===== config.mk =====
export PLATFORM = sky130hd
export DESIGN_NAME = opi_ctrl
export DESIGN_NICKNAME = d
export VERILOG_FILES = /design/src/design/opi_pkg.sv /design/src/design/opi_ctrl.sv
export SDC_FILE = /design/constraint.sdc
export NUM_CORES = 1
export LEC_CHECK = 0
export ABC_AREA = 0
export BUFFER_PORTS_ARGS = -buffer_cell sky130_fd_sc_hd__buf_2
export CAP_MARGIN = 20
export CORE_AREA = 4 4 41 43
export DETAILED_ROUTE_END_ITERATION = 6
export DIE_AREA = 0 0 45 47
export PLACE_DENSITY = 0.69
export SLEW_MARGIN = 10
export SYNTH_ARGS = -nofsm -noshare
export SYNTH_HDL_FRONTEND = slang
export SYNTH_SLANG_ARGS = --single-unit

===== constraint.sdc =====
create_clock -name clk -period 3.28 [get_ports clk]
set_input_delay 0.164 -clock clk [delete_from_list [all_inputs] [get_ports clk]]
set_output_delay 0.164 -clock clk [all_outputs]
set_load 0.01 [all_outputs]

===== src/design/opi_pkg.sv =====
`timescale 1ns / 1ps

package opi_pkg;

  // Default number of CORDIC micro-rotations (legal range 8 to 24)
  localparam int CordicSteps = 16;
  // Width of an index into the arctangent table (24 entries)
  localparam int AtanIdxW    = 5;

  // Shared multiplier geometry
  localparam int MulAW  = 35;
  localparam int MulBW  = 32;
  localparam int ProdW  = MulAW + MulBW;

  // Fixed-point constants
  localparam logic signed [31:0] GainQ30       = 32'sd652032874;   // CORDIC gain, Q2.30
  localparam logic signed [31:0] PiQ29         = 32'sd1686629713;  // pi, Q3.29
  localparam logic signed [31:0] TurnPerRadQ32 = 32'sd683565276;   // 2^32 / (2*pi)

  typedef struct packed {
    logic signed [31:0] vel_x;
    logic signed [31:0] vel_y;
    logic signed [31:0] yaw_rate;
    logic        [15:0] time_step;
  } opi_in_t;

  typedef struct packed {
    logic signed [31:0] pos_x;
    logic signed [31:0] pos_y;
    logic        [15:0] heading;
  } opi_out_t;

  typedef enum logic [3:0] {
    ST_IDLE,
    ST_MUL_P,
    ST_MUL_D,
    ST_MID,
    ST_MUL_Z,
    ST_CINIT,
    ST_CORD,
    ST_MUL_XC,
    ST_MUL_YS,
    ST_MUL_XS,
    ST_MUL_YC,
    ST_MUL_WX,
    ST_MUL_WY,
    ST_UPD_X,
    ST_UPD_Y,
    ST_EMIT
  } opi_state_t;

  typedef enum logic [4:0] {
    OP_NONE,
    OP_LOAD,
    OP_MUL_P,
    OP_MUL_D,
    OP_MID,
    OP_MUL_Z,
    OP_CINIT,
    OP_CORD,
    OP_MUL_XC,
    OP_MUL_YS,
    OP_MUL_XS,
    OP_MUL_YC,
    OP_MUL_WX,
    OP_MUL_WY,
    OP_UPD_X,
    OP_UPD_Y,
    OP_EMIT
  } opi_op_t;

  typedef struct packed {
    opi_op_t               op;
    logic [AtanIdxW-1:0]   iter;
  } opi_cmd_t;

  typedef struct packed {
    logic out_free;
  } opi_sts_t;

  // atan(2^-i) in Q2.30, truncated
  function automatic logic [31:0] atan_q30(input logic [AtanIdxW-1:0] idx);
    logic [31:0] val;
    case (idx)
      5'd0:    val = 32'h3243F6A8;
      5'd1:    val = 32'h1DAC6705;
      5'd2:    val = 32'h0FADBAFC;
      5'd3:    val = 32'h07F56EA6;
      5'd4:    val = 32'h03FEAB76;
      5'd5:    val = 32'h01FFD55B;
      5'd6:    val = 32'h00FFFAAA;
      5'd7:    val = 32'h007FFF55;
      5'd8:    val = 32'h003FFFEA;
      5'd9:    val = 32'h001FFFFD;
      5'd10:   val = 32'h000FFFFF;
      5'd11:   val = 32'h0007FFFF;
      5'd12:   val = 32'h0003FFFF;
      5'd13:   val = 32'h0001FFFF;
      5'd14:   val = 32'h0000FFFF;
      5'd15:   val = 32'h00007FFF;
      5'd16:   val = 32'h00003FFF;
      5'd17:   val = 32'h00001FFF;
      5'd18:   val = 32'h00000FFF;
      5'd19:   val = 32'h000007FF;
      5'd20:   val = 32'h000003FF;
      5'd21:   val = 32'h000001FF;
      5'd22:   val = 32'h000000FF;
      5'd23:   val = 32'h0000007F;
      default: val = 32'h00000000;
    endcase
    return val;
  endfunction

endpackage


===== src/design/opi_ctrl.sv =====
`timescale 1ns / 1ps

module opi_ctrl #(
  parameter int CORDIC_STEPS = opi_pkg::CordicSteps
) (
  input  logic              clk,
  input  logic              rst_n,
  input  logic              in_valid,
  output logic              in_ready,
  input  opi_pkg::opi_sts_t sts,
  output opi_pkg::opi_cmd_t cmd
);

  localparam int IterW = $clog2(CORDIC_STEPS);

  opi_pkg::opi_state_t state_r, state_nxt;
  logic [IterW-1:0]    cnt_r, cnt_nxt;
  logic                cord_last;

  assign cord_last = (cnt_r == IterW'(CORDIC_STEPS - 1));

  always_ff @(posedge clk) begin
    if (!rst_n) begin
      state_r <= opi_pkg::ST_IDLE;
      cnt_r   <= '0;
    end else begin
      state_r <= state_nxt;
      cnt_r   <= cnt_nxt;
    end
  end

  // Next state
  always_comb begin
    state_nxt = state_r;
    cnt_nxt   = cnt_r;
    case (state_r)
      opi_pkg::ST_IDLE:   if (in_valid) state_nxt = opi_pkg::ST_MUL_P;
      opi_pkg::ST_MUL_P:  state_nxt = opi_pkg::ST_MUL_D;
      opi_pkg::ST_MUL_D:  state_nxt = opi_pkg::ST_MID;
      opi_pkg::ST_MID:    state_nxt = opi_pkg::ST_MUL_Z;
      opi_pkg::ST_MUL_Z:  state_nxt = opi_pkg::ST_CINIT;
      opi_pkg::ST_CINIT: begin
        cnt_nxt   = '0;
        state_nxt = opi_pkg::ST_CORD;
      end
      opi_pkg::ST_CORD: begin
        cnt_nxt = cnt_r + 1'b1;
        if (cord_last) state_nxt = opi_pkg::ST_MUL_XC;
      end
      opi_pkg::ST_MUL_XC: state_nxt = opi_pkg::ST_MUL_YS;
      opi_pkg::ST_MUL_YS: state_nxt = opi_pkg::ST_MUL_XS;
      opi_pkg::ST_MUL_XS: state_nxt = opi_pkg::ST_MUL_YC;
      opi_pkg::ST_MUL_YC: state_nxt = opi_pkg::ST_MUL_WX;
      opi_pkg::ST_MUL_WX: state_nxt = opi_pkg::ST_MUL_WY;
      opi_pkg::ST_MUL_WY: state_nxt = opi_pkg::ST_UPD_X;
      opi_pkg::ST_UPD_X:  state_nxt = opi_pkg::ST_UPD_Y;
      opi_pkg::ST_UPD_Y:  state_nxt = opi_pkg::ST_EMIT;
      opi_pkg::ST_EMIT:   if (sts.out_free) state_nxt = opi_pkg::ST_IDLE;
      default:            state_nxt = opi_pkg::ST_IDLE;
    endcase
  end

  // Outputs
  always_comb begin
    in_ready = 1'b0;
    cmd.op   = opi_pkg::OP_NONE;
    cmd.iter = opi_pkg::AtanIdxW'(cnt_r);
    case (state_r)
      opi_pkg::ST_IDLE: begin
        in_ready = 1'b1;
        if (in_valid) cmd.op = opi_pkg::OP_LOAD;
      end
      opi_pkg::ST_MUL_P:  cmd.op = opi_pkg::OP_MUL_P;
      opi_pkg::ST_MUL_D:  cmd.op = opi_pkg::OP_MUL_D;
      opi_pkg::ST_MID:    cmd.op = opi_pkg::OP_MID;
      opi_pkg::ST_MUL_Z:  cmd.op = opi_pkg::OP_MUL_Z;
      opi_pkg::ST_CINIT:  cmd.op = opi_pkg::OP_CINIT;
      opi_pkg::ST_CORD:   cmd.op = opi_pkg::OP_CORD;
      opi_pkg::ST_MUL_XC: cmd.op = opi_pkg::OP_MUL_XC;
      opi_pkg::ST_MUL_YS: cmd.op = opi_pkg::OP_MUL_YS;
      opi_pkg::ST_MUL_XS: cmd.op = opi_pkg::OP_MUL_XS;
      opi_pkg::ST_MUL_YC: cmd.op = opi_pkg::OP_MUL_YC;
      opi_pkg::ST_MUL_WX: cmd.op = opi_pkg::OP_MUL_WX;
      opi_pkg::ST_MUL_WY: cmd.op = opi_pkg::OP_MUL_WY;
      opi_pkg::ST_UPD_X:  cmd.op = opi_pkg::OP_UPD_X;
      opi_pkg::ST_UPD_Y:  cmd.op = opi_pkg::OP_UPD_Y;
      opi_pkg::ST_EMIT:   if (sts.out_free) cmd.op = opi_pkg::OP_EMIT;
      default:            cmd.op = opi_pkg::OP_NONE;
    endcase
  end

endmodule


-- Word-level counts from Yosys, hierarchy flattened
Index checks and enable logic that the tools add are counted.
W data, S select, Z words.
- reduce and logical (&&, ||, !) cells: 3
- muxes and demuxes: 9
- equality and inequality tests: 19
- add/sub/neg operators: 1
- operators by type and width (kind ; count):
    $pmux W5 S16 ; 1
    $pmux W4 S16 ; 1
    $eq A4 B4 Y1 const B ; 9
    $eq A4 B3 Y1 const B ; 4
    $mux W4 ; 3
    $eq A4 B2 Y1 const B ; 2
    $pmux W4 S2 ; 1
    $ne A2 B2 Y1 const B ; 3
    $mux W5 ; 1
    $add A4 B1 Y4 const B ; 1
    $eq A4 B1 Y1 const B ; 1
    $logic_not A4 Y1 ; 1
    $reduce_and A3 Y1 ; 1
    $mux W1 ; 2
    $reduce_bool A2 Y1 ; 1
- bits of input ports: 4
- output and inout port bits: 11
- bits in registers: 8

-- Longest topological paths before layout
- depth in word-level cells: 3
- depth in mapped cells: 5

-- Least setup slack after synthesis
No wires, ideal clock.
- kind: register -> register
- from: reg state_r[3]
- to: reg cnt_r[3]
- cell stages (with the launch flop): 5
- data required time: 3206 ps
- path slack: 2061 ps
- arrival: 1145 ps
- path buffers: 1
- setup time: 74 ps
- cells stage by stage: dfxtp_1 > buf_6 > nand2b_4 > or4_1 > a31oi_1
- longest elaborated chain between the ends: 2
- elaborated cells between the ends (all ways): 4
- those cells by class: eq/ne (2); mux (1); reduce/logical (1)
- ends and longest elaborated chain (what ; line ; text):
    start: declaration ; opi_ctrl.sv:16 ; opi_pkg::opi_state_t state_r, state_nxt;
    start signal: assignment ; opi_ctrl.sv:24 ; state_r <= opi_pkg::ST_IDLE;
    start signal: assignment ; opi_ctrl.sv:27 ; state_r <= state_nxt;
    $eq A4 B3 Y1 ; opi_ctrl.sv:36 ; case (state_r)
    $pmux W4 S2 or $reduce_bool A2 Y1 (tied branches) ; -- ;
    end signal: assignment ; opi_ctrl.sv:28 ; cnt_r <= cnt_nxt;
    end: declaration ; opi_ctrl.sv:17 ; logic [IterW-1:0] cnt_r, cnt_nxt;
Parallel ways exist; a longest one is shown, timed or not.
A chain may end at the register's enable or synchronous reset.

==> run metrics <==
Setup CP Type=reg2out; cell taking the most area after synthesis=dfxtp_1; Layout area overhead=8.81%; mapped cell area=526 um2; GRT Total Usage=12.3%; core area=1300 um2; CTS buffer count=3; area occupied by multi-input gates=302 um2; routability cong.=0.757; first-pass GRT wire length=1780 um; Yosys cell types=34; top-area cell type share of the netlist area=30.5%; final worst slack=1.52 ns; largest net degree at the start of global routing=14; #FFs+latches synth=8; sequential area share after synthesis=30.5%; layout cells sized above 1=23.6%; Worst setup SP type=flip-flop; Antenna diodes=0; Final setup viols=0; via/cell ratio=5.37; static leakage=0.246 nW; Setup Buffers After CTS=0; die width=45 um; Fin. Hold Viols=0; via count=467; setup total negative slack=0 ns; Crit Path Max Fanout=12; Detailed Place HPWL=792 um; # DRC=0; Detail Route Antenna Nets=0; # IOs=15; drt first-iter violations=10; Die Area=2120 um2; Seq. cell area=160 um2; status=complete, no violations; WP data arrival=1.59 ns; commonest non-fill, non-tap cells in the layout=buf_2 (13), dfxtp_1 (8), nand2_1 (5), o21ai_0 (5), a31oi_1 (4); pwr dens=389 nW/um2; GR Overflow Total=0; CTS sink cnt=8; post-cts hold buffer count=0; initial core utilization=40.4%; Clock Root Buffer=clkbuf_4; fill cell total of the finished layout=148; ys flop type=dfxtp_1; Net Count, Synth=70; fin crit period=1.76 ns; clock slew at reported path FFs=0.06 ns; Cells after Synth=65; worst vdd ir=0.138 mV; Die H=47 um; worst-path cell chain=and2_1, nand2_1, xnor2_1, buf_2; antenna violations before repair=0; Cell Rows=13; Post-Place Worst Slack=1.79 ns; hold crit path type=in2reg; Req. time, crit path=3.12 ns; Synth area leaders=dfxtp_1 (30%), buf_4 (5.7%), a31oi_1 (4.8%); routed len/inst=12.5 um; Total Wirelength=1090 um; Avg Inst Size Synth=8.08 um2; number of global-route vias before repair=404; post-CTS resize count=0; CTS tree=done; Fin Clk Skew=0.00309 ns; final worst-path cycle share=53.6%; H-tree Lvls=1; CP max stage cell=dfxtp_1; RSZ-0062 raised after global routing=false; FFs w/ async S/R, synth=0%; CP max stage delay=0.55 ns; Longest Clk Path Bufs=2; Synth Warn #=0; Worst setup EP type=output port; Layout Nets=79; drt first pass iters=3; fmax=569 MHz; worst-skew pair later-pin latency=0.26 ns; max-slew violation count=0; port bufs=13; Post-synth EDFFs=0; max-cap violations=0; most common cell after layout, fill and taps aside=buf_2
-- worst max-delay path: cells and delay by family (launching register included) --
| family | cells | cell delay [ns] |
|---|---|---|
| flip-flops | 1 | 0.55 |
| AND/OR/NAND/NOR | 2 | 0.49 |
| XOR/XNOR | 1 | 0.14 |
| buffers and inverters | 1 | 0.14 |
-- cell type report --
class	instances	area share (%)
multi-input cells	47	52.7
inverters	1	0.656
well taps	15	3.28
repair buffers	13	11.4
flip-flops and latches	8	28.0
clock buffers	3	3.94
-- routing by layer --
metal  routed length (um)  vias to the layer above  global-route usage, %
li1                     -                      245                      -
met1                  514                      206                   14.2
met2                  461                       11                   17.5
met3                   70                        5                   3.83
met4                   39                        0                   12.3
met5                    0                        -                      0
-- kinds of logic (layout without fill, tap and decap cells) --
family                     after synthesis  in the layout  share of synthesized area, %
DFF                                      8              8                          30.5
AOI/OAI and AO/OA                       14             14                          14.8
xor gates and xnor gates                 3              3                          5.00
adders and majority gates                1              1                          2.38
buffers and inverters                   10             17                          12.1
other                                    1              1                         0.714
and+or+nand+nor                         27             27                          32.6
muxes                                    1              1                          1.90
-- synthesized netlist by cell type, types with 2 or more instances --
| cell | count |
|---|---|
| o21ai_0 | 5 |
| nand2_1 | 5 |
| nor4_1 | 2 |
| nand3b_1 | 2 |
| o22ai_1 | 2 |
| nor2b_1 | 2 |
| buf_4 | 4 |
| dfxtp_1 | 8 |
| xor2_1 | 2 |
| a31oi_1 | 4 |
| nor2_1 | 2 |
| buf_2 | 3 |
| a21oi_1 | 3 |
-- sequential cells by signal, indices dropped and copies added (netlist names) --
signal,count
state_r,4
cnt_r,4
-- through the flow --
step                total power, mW  cell area [um2]  util (%)  hold slack (ns)  cells
global route                  0.237              572      43.9            0.192     87
floorplan                     0.139              526         -            0.302     65
CTS                           0.225              572      43.9            0.185     87
detailed placement            0.146              549      42.2            0.462     84
finish                        0.222              572      43.9            0.194     87
global placement              0.146              549      42.2            0.465     84
-- report_power, final --
part	internal [mW]	leakage, nW	switching, mW	total, mW
Combinational	0.0158	0.167	0.0172	0.0329
Sequential	0.101	0.0650	0.00996	0.111
Clock	0.0421	0.0138	0.0366	0.0787
-- final timing paths --
check	start	end	slack [ns]	cells after the start
max reg2reg	state_r[2]	cnt_r[3]	1.87	3
max	state_r[1]	cmd[8]	1.52	4
min reg2reg	cnt_r[1]	cnt_r[1]	0.52	2
min	rst_n	state_r[1]	0.19	3
No activity file was read; power rests on OpenSTA's default activity.
